## config.mk

```make
export PLATFORM = sky130hd
export DESIGN_NAME = attack_sustain_ramp_envelope
export DESIGN_NICKNAME = d
export VERILOG_FILES = /design/src/rtl/core/asre_pkg.sv /design/src/rtl/core/asre_input_stage.sv /design/src/rtl/core/asre_engine.sv /design/src/rtl/core/asre_output_stage.sv /design/src/rtl/core/attack_sustain_ramp_envelope.sv
export SDC_FILE = /design/constraint.sdc
export NUM_CORES = 1
export LEC_CHECK = 0
export ABC_CLOCK_PERIOD_IN_PS = 12800
export BUFFER_PORTS_ARGS = -buffer_cell sky130_fd_sc_hd__buf_2
export CAP_MARGIN = 20
export CORE_ASPECT_RATIO = 0.75
export CORE_MARGIN = 1.5
export CORE_UTILIZATION = 30
export CTS_CLUSTER_DIAMETER = 100
export DETAILED_ROUTE_END_ITERATION = 10
export PLACE_DENSITY = 0.43
export SYNTH_ARGS = -nofsm -noshare
export SYNTH_HDL_FRONTEND = slang
export SYNTH_SLANG_ARGS = --single-unit
```

## constraint.sdc

```tcl
create_clock -name aclk -period 12.8 [get_ports aclk]
set_input_delay 0 -clock aclk [delete_from_list [all_inputs] [get_ports aclk]]
set_output_delay 0 -clock aclk [all_outputs]
set_load 0.01 [all_outputs]
```

## src/rtl/core/asre_pkg.sv

```systemverilog
// ----------------------------------------------------------------------------
// asre_pkg
// Shared types, codes and constants of the attack/sustain ramp envelope.
// ----------------------------------------------------------------------------
package asre_pkg;

    // phase accumulator geometry
    localparam int PHASE_BITS = 20;
    localparam int PHASE_W    = PHASE_BITS + 1;
    localparam int INC_W      = 20;
    localparam int SUM_W      = ((PHASE_W > INC_W) ? PHASE_W : INC_W) + 1;

    // sample and gain geometry
    localparam int SAMPLE_W   = 16;
    localparam int GAIN_W     = 16;
    localparam int LEVEL_W    = 16;
    localparam int VALUE_W    = 17;
    localparam int PROD_W     = SAMPLE_W + GAIN_W;
    localparam int OSC_SHIFT  = 4;

    // stream payload widths
    localparam int S_TDATA_W  = 24;
    localparam int S_TUSER_W  = 2;
    localparam int M_TDATA_W  = 24;
    localparam int CODE_W     = 2;

    localparam logic [GAIN_W-1:0] GAIN_FULL = '1;

    // request kinds
    localparam logic [1:0] KIND_TICK    = 2'd0;
    localparam logic [1:0] KIND_TRIGGER = 2'd1;
    localparam logic [1:0] KIND_FORCE   = 2'd2;

    // external stage codes
    localparam logic [CODE_W-1:0] CODE_ATTACK  = 2'd0;
    localparam logic [CODE_W-1:0] CODE_SUSTAIN = 2'd1;
    localparam logic [CODE_W-1:0] CODE_DEAD    = 2'd2;

    typedef enum logic [2:0] {
        ST_ATTACK  = 3'b001,
        ST_SUSTAIN = 3'b010,
        ST_DEAD    = 3'b100
    } stage_t;

    typedef struct packed {
        logic [1:0]         kind;
        logic [LEVEL_W-1:0] level;
        logic [CODE_W-1:0]  new_stage;
    } item_t;

    typedef struct packed {
        logic signed [VALUE_W-1:0] envelope_value;
        logic [CODE_W-1:0]         stage_now;
    } result_t;

    // stage to external code
    function automatic logic [CODE_W-1:0] stage_code(input stage_t st);
        logic [CODE_W-1:0] code;
        unique case (st)
            ST_ATTACK:  code = CODE_ATTACK;
            ST_SUSTAIN: code = CODE_SUSTAIN;
            default:    code = CODE_DEAD;
        endcase
        return code;
    endfunction

    // external code to stage, unused code reads as dead
    function automatic stage_t code_stage(input logic [CODE_W-1:0] code);
        stage_t st;
        unique case (code)
            CODE_ATTACK:  st = ST_ATTACK;
            CODE_SUSTAIN: st = ST_SUSTAIN;
            default:      st = ST_DEAD;
        endcase
        return st;
    endfunction

endpackage

```

## src/rtl/core/asre_input_stage.sv

```systemverilog
// ----------------------------------------------------------------------------
// asre_input_stage
// Input register of the envelope: captures one request from the slave side.
// ----------------------------------------------------------------------------
module asre_input_stage (
    input  logic                           aclk,
    input  logic                           aresetn,
    input  logic                           s_tvalid,
    output logic                           s_tready,
    input  logic [asre_pkg::S_TDATA_W-1:0] s_tdata,
    input  logic [asre_pkg::S_TUSER_W-1:0] s_tuser,
    input  logic                           advance,
    output logic                           item_valid,
    output asre_pkg::item_t                item
);
    import asre_pkg::*;

    logic  valid_reg;
    logic  valid_next;
    item_t item_reg;

    // room when empty or when the held request moves on this cycle
    assign s_tready = !valid_reg || advance;

    always_comb begin
        valid_next = valid_reg;
        if (s_tready) begin
            valid_next = s_tvalid;
        end
    end

    always_ff @(posedge aclk) begin
        if (!aresetn) begin
            valid_reg <= 1'b0;
        end else begin
            valid_reg <= valid_next;
        end
    end

    // payload capture
    always_ff @(posedge aclk) begin
        if (s_tready && s_tvalid) begin
            item_reg.kind      <= s_tuser;
            item_reg.level     <= s_tdata[LEVEL_W-1:0];
            item_reg.new_stage <= s_tdata[LEVEL_W +: CODE_W];
        end
    end

    assign item_valid = valid_reg;
    assign item       = item_reg;

endmodule

```

## src/rtl/core/asre_engine.sv

```systemverilog
// ----------------------------------------------------------------------------
// asre_engine
// Envelope state and single-pass update: stage, phase, gain, step, level.
// ----------------------------------------------------------------------------
module asre_engine (
    input  logic                       aclk,
    input  logic                       aresetn,
    input  logic                       cfg_valid,
    output logic                       cfg_ready,
    input  logic [asre_pkg::INC_W-1:0] cfg_data,
    input  logic                       fire,
    input  asre_pkg::item_t            item,
    output asre_pkg::result_t          result
);
    import asre_pkg::*;

    logic [INC_W-1:0]    incr_reg;
    logic [PHASE_W-1:0]  phase_reg,  phase_next;
    stage_t              stage_reg,  stage_next;
    logic [GAIN_W-1:0]   gain_reg,   gain_next;
    logic [INC_W-1:0]    step_reg,   step_next;
    logic [LEVEL_W-1:0]  level_reg,  level_next;
    logic [SAMPLE_W-1:0] raw_reg,    raw_next;

    logic                adv;
    stage_t              t_stage;
    logic [GAIN_W-1:0]   t_gain;
    logic [INC_W-1:0]    t_step;
    logic [PHASE_W-1:0]  t_phase;
    logic [PHASE_W+SAMPLE_W-1:0] phase_wide;
    logic [SAMPLE_W-1:0] osc;
    logic [PROD_W-1:0]   prod;

    // saturating phase add
    function automatic logic [PHASE_W-1:0] sat_add(input logic [PHASE_W-1:0] a,
                                                   input logic [INC_W-1:0]   b);
        logic [SUM_W-1:0] sum;
        sum = SUM_W'(a) + SUM_W'(b);
        if (sum[SUM_W-1:PHASE_W] != '0) begin
            return '1;
        end
        return sum[PHASE_W-1:0];
    endfunction

    // attack gain is (65535 * level) >> 16
    function automatic logic [GAIN_W-1:0] attack_gain(input logic [LEVEL_W-1:0] lvl);
        if (lvl == '0) begin
            return '0;
        end
        return GAIN_W'(lvl - LEVEL_W'(1));
    endfunction

    // configuration register, always ready
    assign cfg_ready = 1'b1;

    always_ff @(posedge aclk) begin
        if (!aresetn) begin
            incr_reg <= '0;
        end else if (cfg_valid) begin
            incr_reg <= cfg_data;
        end
    end

    // tick path: a trigger restarts the attack, else stage advance when the phase overflows
    always_comb begin
        adv     = phase_reg[PHASE_BITS];
        t_stage = stage_reg;
        t_gain  = gain_reg;
        t_step  = step_reg;
        t_phase = phase_reg;
        if (item.kind == KIND_TRIGGER) begin
            t_stage = ST_ATTACK;
            t_gain  = attack_gain(item.level);
            t_step  = incr_reg;
            t_phase = '0;
        end else if (adv) begin
            t_phase = '0;
            t_step  = '0;
            if (stage_reg == ST_ATTACK) begin
                t_stage = ST_SUSTAIN;
                t_gain  = GAIN_FULL;
            end else begin
                t_stage = ST_DEAD;
                t_gain  = '0;
            end
        end
    end

    // oscillator sample and scaling
    always_comb begin
        phase_wide = (PHASE_W+SAMPLE_W)'(t_phase);
        unique case (t_stage)
            ST_ATTACK:  osc = phase_wide[OSC_SHIFT +: SAMPLE_W];
            ST_SUSTAIN: osc = (item.kind == KIND_TRIGGER) ? item.level : level_reg;
            default:    osc = '0;
        endcase
        prod = PROD_W'(osc) * PROD_W'(t_gain);
    end

    // next state by request kind
    always_comb begin
        stage_next = stage_reg;
        gain_next  = gain_reg;
        step_next  = step_reg;
        phase_next = phase_reg;
        level_next = level_reg;
        raw_next   = raw_reg;
        unique case (item.kind)
            KIND_FORCE: begin
                stage_next = code_stage(item.new_stage);
                phase_next = '0;
                unique case (code_stage(item.new_stage))
                    ST_ATTACK: begin
                        gain_next = attack_gain(level_reg);
                        step_next = incr_reg;
                    end
                    ST_SUSTAIN: begin
                        gain_next = GAIN_FULL;
                        step_next = '0;
                    end
                    default: begin
                        gain_next = '0;
                        step_next = '0;
                    end
                endcase
            end
            default: begin
                // tick, trigger and the unused kind all run a tick
                if (item.kind == KIND_TRIGGER) begin
                    level_next = item.level;
                end
                stage_next = t_stage;
                gain_next  = t_gain;
                step_next  = t_step;
                raw_next   = prod[PROD_W-1 -: SAMPLE_W];
                phase_next = sat_add(t_phase, t_step);
            end
        endcase
    end

    always_ff @(posedge aclk) begin
        if (!aresetn) begin
            stage_reg <= ST_DEAD;
            phase_reg <= '0;
            gain_reg  <= '0;
            step_reg  <= '0;
            level_reg <= '0;
            raw_reg   <= '0;
        end else if (fire) begin
            stage_reg <= stage_next;
            phase_reg <= phase_next;
            gain_reg  <= gain_next;
            step_reg  <= step_next;
            level_reg <= level_next;
            raw_reg   <= raw_next;
        end
    end

    // result: raw output minus level plus one
    assign result.envelope_value = VALUE_W'({1'b0, raw_next}) - VALUE_W'({1'b0, level_next})
                                 + VALUE_W'(1);
    assign result.stage_now      = stage_code(stage_next);

endmodule

```

## src/rtl/core/asre_output_stage.sv

```systemverilog
// ----------------------------------------------------------------------------
// asre_output_stage
// Result register of the envelope: holds one result for the master side.
// ----------------------------------------------------------------------------
module asre_output_stage (
    input  logic                           aclk,
    input  logic                           aresetn,
    input  logic                           load,
    input  asre_pkg::result_t              result,
    output logic                           out_space,
    output logic                           m_tvalid,
    input  logic                           m_tready,
    output logic [asre_pkg::M_TDATA_W-1:0] m_tdata
);
    import asre_pkg::*;

    logic    valid_reg;
    logic    valid_next;
    result_t result_reg;

    // free when empty or when the held result leaves this cycle
    assign out_space = !valid_reg || m_tready;

    always_comb begin
        valid_next = valid_reg;
        if (out_space) begin
            valid_next = load;
        end
    end

    always_ff @(posedge aclk) begin
        if (!aresetn) begin
            valid_reg <= 1'b0;
        end else begin
            valid_reg <= valid_next;
        end
    end

    always_ff @(posedge aclk) begin
        if (load) begin
            result_reg <= result;
        end
    end

    // pack value in the low bits, stage above, zero fill
    assign m_tvalid = valid_reg;
    assign m_tdata  = M_TDATA_W'({result_reg.stage_now, result_reg.envelope_value});

endmodule

```

## src/rtl/core/attack_sustain_ramp_envelope.sv

```systemverilog
// ----------------------------------------------------------------------------
// attack_sustain_ramp_envelope
// Attack/sustain/dead ramp envelope, one result for every request.
// ----------------------------------------------------------------------------
//  channel  | direction | handshake          | payload
//  s_       | in        | s_tvalid/s_tready  | tuser: kind; tdata: level, new_stage
//  m_       | out       | m_tvalid/m_tready  | tdata: envelope_value, stage_now
//  cfg_     | in        | cfg_valid/cfg_ready| cfg_data: attack_increment
//
//  one request per cycle sustained while m_tready stays high; a taken request passes the
//  input register, then the result register, which loads once it has room; the 16x16
//  gain multiply sits between them
//  reset (aresetn low, synchronous) empties both registers, stage dead
//  a stalled result keeps the block taking one more request in its input register
module attack_sustain_ramp_envelope (
    input  logic                           aclk,
    input  logic                           aresetn,
    input  logic                           s_tvalid,
    output logic                           s_tready,
    input  logic [asre_pkg::S_TDATA_W-1:0] s_tdata,   // level[15:0], new_stage[17:16]
    input  logic [asre_pkg::S_TUSER_W-1:0] s_tuser,   // kind[1:0]
    output logic                           m_tvalid,
    input  logic                           m_tready,
    output logic [asre_pkg::M_TDATA_W-1:0] m_tdata,   // envelope_value[16:0], stage_now[18:17]
    input  logic                           cfg_valid,
    output logic                           cfg_ready,
    input  logic [asre_pkg::INC_W-1:0]     cfg_data
);
    import asre_pkg::*;

    logic    item_valid;
    item_t   item;
    result_t result;
    logic    out_space;
    logic    fire;

    // request moves into the engine when the result register has room
    assign fire = item_valid && out_space;

    asre_input_stage u_input (
        .aclk       (aclk),
        .aresetn    (aresetn),
        .s_tvalid   (s_tvalid),
        .s_tready   (s_tready),
        .s_tdata    (s_tdata),
        .s_tuser    (s_tuser),
        .advance    (fire),
        .item_valid (item_valid),
        .item       (item)
    );

    asre_engine u_engine (
        .aclk      (aclk),
        .aresetn   (aresetn),
        .cfg_valid (cfg_valid),
        .cfg_ready (cfg_ready),
        .cfg_data  (cfg_data),
        .fire      (fire),
        .item      (item),
        .result    (result)
    );

    asre_output_stage u_output (
        .aclk      (aclk),
        .aresetn   (aresetn),
        .load      (fire),
        .result    (result),
        .out_space (out_space),
        .m_tvalid  (m_tvalid),
        .m_tready  (m_tready),
        .m_tdata   (m_tdata)
    );

endmodule

```

# Yosys cells after proc, flatten, opt, wreduce, memory -nomap -nowiden
# Index checks and enable logic that the tools add are counted.
# W data, S select, Z words.
dict set report word_totals {
  ff_bits 153
  latch_bits 0
  mem_bits_rw 0
  romBits 0
  elab_cells 75
  mem_count 0
}
dict set report classes {
  n_addsub 5
  mul 1
  div_mod_pow 0
  n_lt_le_gt_ge 0
  eq_ne 10
  n_shift 0
  muxes 36
  n_bitwise 0
  reduce_logical 9
}
# op n
set op_table {}
lappend op_table {{$mux W16} 11}
lappend op_table {{$mux W20} 5}
lappend op_table {{$mux W21} 4}
lappend op_table {{$pmux W16 S2} 2}
lappend op_table {{$logic_not A16 Y1} 2}
lappend op_table {{$mul A16 B16 Y32} 1}
lappend op_table {{$sub A16 B1 Y16 const B} 2}
lappend op_table {{$add A21 B20 Y22} 1}
lappend op_table {{$add A17 B1 Y17 const B} 1}
lappend op_table {{$sub A16 B16 Y17} 1}
lappend op_table {{$mux W3} 5}
lappend op_table {{$eq A3 B1 Y1 const B} 4}
lappend op_table {{$eq A3 B2 Y1 const B} 3}
lappend op_table {{$mux W1} 7}
lappend op_table {{$pmux W3 S2} 1}
lappend op_table {{$eq A2 B1 Y1 const B} 2}
lappend op_table {{$pmux W2 S2} 1}
lappend op_table {{$eq A2 B2 Y1 const B} 1}
lappend op_table {{$logic_and A1 B1 Y1} 2}
lappend op_table {{$logic_not A1 Y1} 2}
lappend op_table {{$logic_not A2 Y1} 1}
lappend op_table {{$logic_or A1 B1 Y1} 2}

# Longest topological paths before layout
# Gate-level depths: netlist (run 1).
dict set report logic_depth {
  ltp_word 10
  depth_mapped 45
  depth_no_buf 43
}

# Cells and area by module
# Synthesis (run 1) repeated with hierarchy kept, for this count alone.
dict set report hier_totals {
  hier_cells 2005
  hier_area_um2 17160.2
}
# mod instances cells_per_inst area_each_um2 seq_area_each_um2
set by_module_without_submodules {}
lappend by_module_without_submodules {asre_engine 1 1950 15835.2 2242.2}
lappend by_module_without_submodules {asre_output_stage 1 29 660.6 590.6}
lappend by_module_without_submodules {asre_input_stage 1 25 658.1 620.6}
lappend by_module_without_submodules {attack_sustain_ramp_envelope 1 1 6.3 0.0}

# Worst setup path before layout (run 1)
# OpenSTA, ideal clock, no wires.
dict set report synth_timing {
  kind {reg-to-reg}
  from {reg u_input.item_reg, in the netlist u_input.item[2]}
  to {reg u_output.result_reg, in the netlist u_output.m_tdata[15], data pin}
  setup_time_ns 0.278
  arrival_time_ns 9.082
  required_time_ns 12.522
  path_slack_ns 3.440
  stages_incl_launch_ff 43
  path_buffers 2
  path_cell_list {edfxtp_1 -> inv_1 -> ha_1 -> or4b_1 -> nor3_2 -> nand3_1 -> nand2_1 -> clkbuf_1 -> o22a_1 -> clkbuf_1 -> nor2_1 -> fa_1 -> inv_1 -> fa_1 -> fa_1 -> inv_1 -> fa_1 -> fa_1 -> [7 not listed] -> o21ai_0 -> a31oi_1 -> xnor2_1 -> mux2i_1 -> ha_1 -> inv_1 -> ha_1 -> inv_1 -> fa_1 -> nor2b_1 -> o21ai_0 -> a21boi_0 -> o21ai_0 -> a21boi_0 -> o21ai_0 -> a21o_1 -> a21oi_1 -> o311ai_0}
}
# element line_no
set synth_lines {}
lappend synth_lines {{start: declaration} asre_input_stage.sv:20} ;# item_t item_reg;
lappend synth_lines {{end signal: assignment} asre_output_stage.sv:41} ;# result_reg <= result;
lappend synth_lines {{end: declaration} asre_output_stage.sv:19} ;# result_t result_reg;

==> flow_metrics.tcl, run 1 <==
set metrics [dict create \
    startpoint_type "flip-flop" \
    pre_cts_ws_ps 1860 \
    synth_edf_count 39 \
    maxCapViolCount 0 \
    avgViaCountPerCell 5.09 \
    fin_skew_ps 18.4 \
    syn_area_per_cell_sq_um 8.50 \
    nets 2507 \
    synth-seq-cells 153 \
    synth_area_sq_um 17200 \
    yosysMostFrequentCell "nor2_1" \
    yosysUniqueCellTypes 72 \
    cpMostUsedCell "inv_1" \
    r2r_start "u_input.item[3]$_DFFE_PP_" \
    path_max_fanout 20 \
    worst-path-stages 40 \
    rrSetupSlack_ps 1820 \
    max_clock_freq_ghz 0.0911 \
    post-route-period-util 0.858 \
    grt_pass1_vias 14100 \
    worst-path-buf-inv 7 \
    final_area_sq_um 19500 \
    layout_setup_ws_ps 1820 \
    clock-sinks 153 \
    root_buffer "clkbuf_16" \
    finalCriticalPeriod_ps 10980 \
    die_area_sq_um 58800 \
    slew_violations 0 \
    power_uw 1370 \
    syn_to_final_growth_pct 13.3 \
    rsz0062_at_grt "no" \
    antenna_cells 0 \
    routabilityCongestion 0.873 \
    synthArstFlopShare 0 \
    clk_latency_ps 450 \
    hold_viol 0 \
    setup_viol 0 \
    worst_pin_slew_ps 1060 \
    drive_gt1_frac 0.0788 \
    synth_top_area_cell "fa_1" \
    p_per_area_nw_per_um2 70.2 \
    dr.first_iter.drc_count 1055 \
    slowest_stage "o22a_1" \
    crit_path_max_incr_delay_ps 750 \
    crit_required_ps 12960 \
    hp-start "cfg_valid" \
    dpl-instance-area_sq_um 18400 \
    firstDrtPassIters 6 \
    slew-limit-headroom 0.273 \
    io_buffer_count 65 \
    vias 14500 \
    wl_mm 55.8 \
    cts_max_level 4 \
    wire_per_inst_um 19.6 \
    seq_area_sq_um 3450 \
    final.fill_count 5910 \
    coreArea_sq_um 56300 \
    dp_hpwl_mm 43.9 \
    num_rows 75 \
    seq_area_frac_synth 0.201 \
    largest_reg_flops 21 \
    die_h_um 210 \
    vdd_ir_drop_max_mv 0.0797 \
    path_clk_slew_ps 70 \
    cts_buffers 17 \
    post_cts_buffers 0 \
    drtAntennaViolNets 0 \
    die_width_um 280 \
    ios 78 \
    synth_top_flop_cell "dfxtp_1" \
    cts_resized 0 \
    arrival_ps 11140 \
    track_usage 0.192 \
    yosys_warnings 0 \
    p_leak_uw 0.00885 \
    whs_ps 152 \
    antenna_found_initial 0 \
    syn_inst 2024 \
    cpLargestDelayFamily "adder cells" \
    synth_common_cells "nor2_1, inv_1, nand2_1" \
    synthDominantCellAreaShare 0.227 \
    setup-tns-final_ps 0 \
    min_path_type "in -> reg" \
    reg2reg_depth 40 \
    hold_buffers 43 \
    cts_tree "built" \
    cp-end-kind "flip-flop" \
    initial_core_util 0.306 \
    remaining_drc_errors 0 \
    criticalPathCategory "reg -> reg" \
    clk_path_buf_depth 2 \
    grt_remaining_overflow 0 \
    hold_depth 3 \
    multi_input_area_sq_um 12500 \
    worstSetupStartpoint "u_input.item[3]$_DFFE_PP_" \
    grt_max_degree 56 \
    synth_area_leaders "fa_1, dfxtp_1, ha_1" \
    grt_pass1_wl_mm 85.8 \
    status "completed" \
]
-- cells by family after synthesis --
logic type,Yosys count,synth area share
AND/OR/NAND/NOR,740,0.192
other,2,0.000436
buffers and inverters,346,0.0769
AO/OA/AOI/OAI,340,0.140
adder cells (fa/ha/maj),350,0.339
flip-flops,153,0.201
multiplexers,37,0.0215
XOR/XNOR,56,0.0285
-- where the power goes --
part / switching [uW] / internal (uW)
sequential: 19.5 / 523
clock: 246 / 312
combinational: 173 / 94.7
-- cells in the final DEF, fill, tap and decap left out, types with 36 or more instances in the layout --
| cell type | instances |
|---|---|
| a21oi_1 | 51 |
| and2_1 | 39 |
| buf_2 | 65 |
| buf_4 | 43 |
| dfxtp_1 | 114 |
| dlygate4sd3_1 | 43 |
| edfxtp_1 | 39 |
| fa_1 | 195 |
| ha_1 | 155 |
| inv_1 | 250 |
| mux2i_1 | 37 |
| nand2_1 | 248 |
| nand3_1 | 39 |
| nor2_1 | 270 |
| nor3_1 | 36 |
| o21ai_0 | 50 |
-- worst register-to-register path, delay by kind of cell (launching register included) --
kind | cells | cell delay (ps)
buffers and inverters | 7 | 680
XOR/XNOR | 1 | 170
AND/OR/NAND/NOR | 7 | 1810
multiplexers | 1 | 120
flip-flops | 1 | 440
adder cells (fa/ha/maj) | 11 | 3900
AO/OA/AOI/OAI | 13 | 3580
-- final timing paths --
check	end
hold reg to reg	u_engine.raw_reg[7]$_SDFFE_PN0P_
setup / recovery	u_output.m_tdata[15]$_DFFE_PP_
setup reg to reg	u_output.m_tdata[15]$_DFFE_PP_
hold / removal	u_engine.incr_reg[17]$_SDFFE_PN0P_
-- per-stage QoR --
step / utilization / cells
6_report: 0.346 / 2850
5_1_grt: 0.346 / 2850
4_1_cts: 0.346 / 2848
3_5_place_dp: 0.328 / 2773
3_3_place_gp: 0.327 / 2771
2_1_floorplan: - / 2028
-- metal layers --
metal  track usage  share of wire  routed length [um]  vias to the layer above
met5             0              0                   0                        -
met3        0.0467          0.075                4160                       36
met1         0.295           0.52               28900                     7103
li1              -              -                   -                     6926
met2         0.270           0.39               22000                      444
met4        0.0343          0.013                 751                        0
-- cell type report --
| cell class | instances | area share |
|---|---|---|
| Clock buffer | 17 | 0.0218 |
| Clock inverter | 15 | 0.00969 |
| Inverter | 252 | 0.0485 |
| Multi-Input combinational cell | 1529 | 0.640 |
| Sequential cell | 153 | 0.177 |
| Tap cell | 731 | 0.0469 |
| Timing Repair Buffer | 153 | 0.0563 |
(Power assumes the default switching activity.)
==> inputs of run 2 (changes only) <==
--- a/config.mk
+++ b/config.mk
@@ -14,6 +14,7 @@
 export CTS_CLUSTER_DIAMETER = 100
 export DETAILED_ROUTE_END_ITERATION = 10
 export PLACE_DENSITY = 0.43
+export RECOVER_POWER = 100
 export SYNTH_ARGS = -nofsm -noshare
 export SYNTH_HDL_FRONTEND = slang
 export SYNTH_SLANG_ARGS = --single-unit
==> run 2 against run 1 <==
Against the previous run:
- the flow now finishes with violations (max-capacitance violations, max-slew violations)
- global-route usage is the same
- non-clock buffer count unchanged
- combinational power about the same
- via count decreased by 0.22%
- fmax down 1.6%
- routed wire length barely moved
- register-to-register slack got worse by 180 ps
==> flow_metrics.tcl, run 2 (synthesized netlist as in run 1, its figures left out) <==
set metrics [dict create \
    vdd_ir_drop_max_mv 0.0802 \
    r2r_start "u_input.item[3]$_DFFE_PP_" \
    worst-path-buf-inv 7 \
    fin_skew_ps 17.8 \
    criticalPathCategory "reg -> reg" \
    post-route-period-util 0.871 \
    setup_viol 0 \
    startpoint_type "flip-flop" \
    max_clock_freq_ghz 0.0896 \
    slew-limit-headroom -0.864 \
    slowest_stage "o22a_1" \
    grt_pass1_vias 14100 \
    rsz0062_at_grt "no" \
    firstDrtPassIters 5 \
    drtAntennaViolNets 0 \
    reg2reg_depth 40 \
    hold_viol 0 \
    cts_resized 0 \
    track_usage 0.192 \
    antenna_found_initial 0 \
    path_clk_slew_ps 70 \
    cts_max_level 4 \
    finalCriticalPeriod_ps 11160 \
    mostFrequentLayoutCell "nor2_1" \
    path_max_fanout 20 \
    hp-start "cfg_valid" \
    rr_endpoint "u_output.m_tdata[15]$_DFFE_PP_" \
    pre_cts_ws_ps 1860 \
    cts_tree "built" \
    crit_path_max_incr_delay_ps 750 \
    die_h_um 210 \
    arrival_ps 11320 \
    p_per_area_nw_per_um2 70.3 \
    io_buffer_count 65 \
    dp_hpwl_mm 43.9 \
    die_width_um 280 \
    ios 78 \
    nets 2507 \
    largest_reg_flops 21 \
    wire_per_inst_um 19.6 \
    grt_max_degree 56 \
    avgViaCountPerCell 5.08 \
    min_path_type "in -> reg" \
    worstHoldEndpoint "u_engine.incr_reg[17]$_SDFFE_PN0P_" \
    drive_gt1_frac 0.0632 \
    grt_remaining_overflow 0 \
    clk_latency_ps 450 \
    syn_to_final_growth_pct 12.9 \
    p_leak_uw 0.00877 \
    root_buffer "clkbuf_16" \
    initial_core_util 0.306 \
    cpMostUsedCell "inv_1" \
    cpLargestDelayFamily "adder cells" \
    routabilityCongestion 0.873 \
    worst-path-stages 40 \
    setup-tns-final_ps 0 \
    die_area_sq_um 58800 \
    num_rows 75 \
    layout_setup_ws_ps 1640 \
    final.fill_count 5927 \
    violations "max-capacitance violations, max-slew violations" \
    maxCapViolCount 5 \
    slew_violations 233 \
    vias 14500 \
    wl_mm 55.7 \
    clk_path_buf_depth 2 \
    hold_depth 3 \
    crit_required_ps 12960 \
    cts_buffers 17 \
    dr.first_iter.drc_count 1094 \
    final_cell_mix "nor2_1, inv_1, nand2_1, fa_1, ha_1" \
    grt_pass1_wl_mm 85.8 \
    remaining_drc_errors 0 \
    worst_pin_slew_ps 2800 \
    status "complete, but fails checks" \
    cp-end-kind "flip-flop" \
    antenna_cells 0 \
    clock-sinks 153 \
    rrSetupSlack_ps 1640 \
    coreArea_sq_um 56300 \
]
run 2: cell types whose count changed in the layout (fill, tap and decap cells not counted), sizes merged:
cell    before  now
buf        109   81
clkbuf      18   46
run 2: repair_timing:
action                                 in CTS  in global routing
endpoints found under the hold margin      42                  0
hold buffers                               43                  0
setup buffers                               0                  0
run 2: worst min-delay path, stage by stage:
cell     delay (ps)
buf_2           290
mux2i_1         190
nor2_1           70
run 2: final cells by class:
| cell class | instances | area [sq um] | area share |
|---|---|---|---|
| multi-input cells | 1529 | 12500 | 0.641 |
| flip-flops and latches | 153 | 3450 | 0.178 |
| repair buffers | 153 | 1050 | 0.0539 |
| inverters | 252 | 946 | 0.0487 |
| well taps | 731 | 915 | 0.0471 |
| clock buffers | 17 | 425 | 0.0219 |
| clock inverters | 15 | 189 | 0.00972 |
run 2: through the flow:
step,power [uW],cell area (sq um),hold slack [ps],std cells,util
2_1_floorplan,711,17200,98.9,2028,-
3_3_place_gp,805,18400,177,2771,0.327
3_5_place_dp,807,18400,178,2773,0.328
4_1_cts,1380,19500,144,2848,0.346
5_1_grt,1430,19400,185,2850,0.345
6_report,1370,19400,154,2850,0.345
run 2: worst max path at each step:
stage                               from                             end
4_1_cts        u_input.item[3]$_DFFE_PP_  u_output.m_tdata[15]$_DFFE_PP_
3_5_place_dp   u_input.item[3]$_DFFE_PP_  u_output.m_tdata[15]$_DFFE_PP_
2_1_floorplan  u_input.item[2]$_DFFE_PP_  u_output.m_tdata[15]$_DFFE_PP_
6_report       u_input.item[3]$_DFFE_PP_  u_output.m_tdata[15]$_DFFE_PP_
3_3_place_gp   u_input.item[3]$_DFFE_PP_  u_output.m_tdata[15]$_DFFE_PP_
5_1_grt        u_input.item[3]$_DFFE_PP_  u_output.m_tdata[15]$_DFFE_PP_
run 2: where the power goes:
| part | internal (uW) | switching [uW] |
|---|---|---|
| logic | 93.2 | 173 |
| clock network | 312 | 246 |
| registers | 523 | 19.5 |
run 2: metal layers:
layer | global-route usage | wire (um) | vias to the layer above
li1 | - | - | 6924
met1 | 0.295 | 28800 | 7075
met2 | 0.270 | 21900 | 444
met3 | 0.0467 | 4270 | 34
met4 | 0.0343 | 724 | 0
met5 | 0 | 0 | -
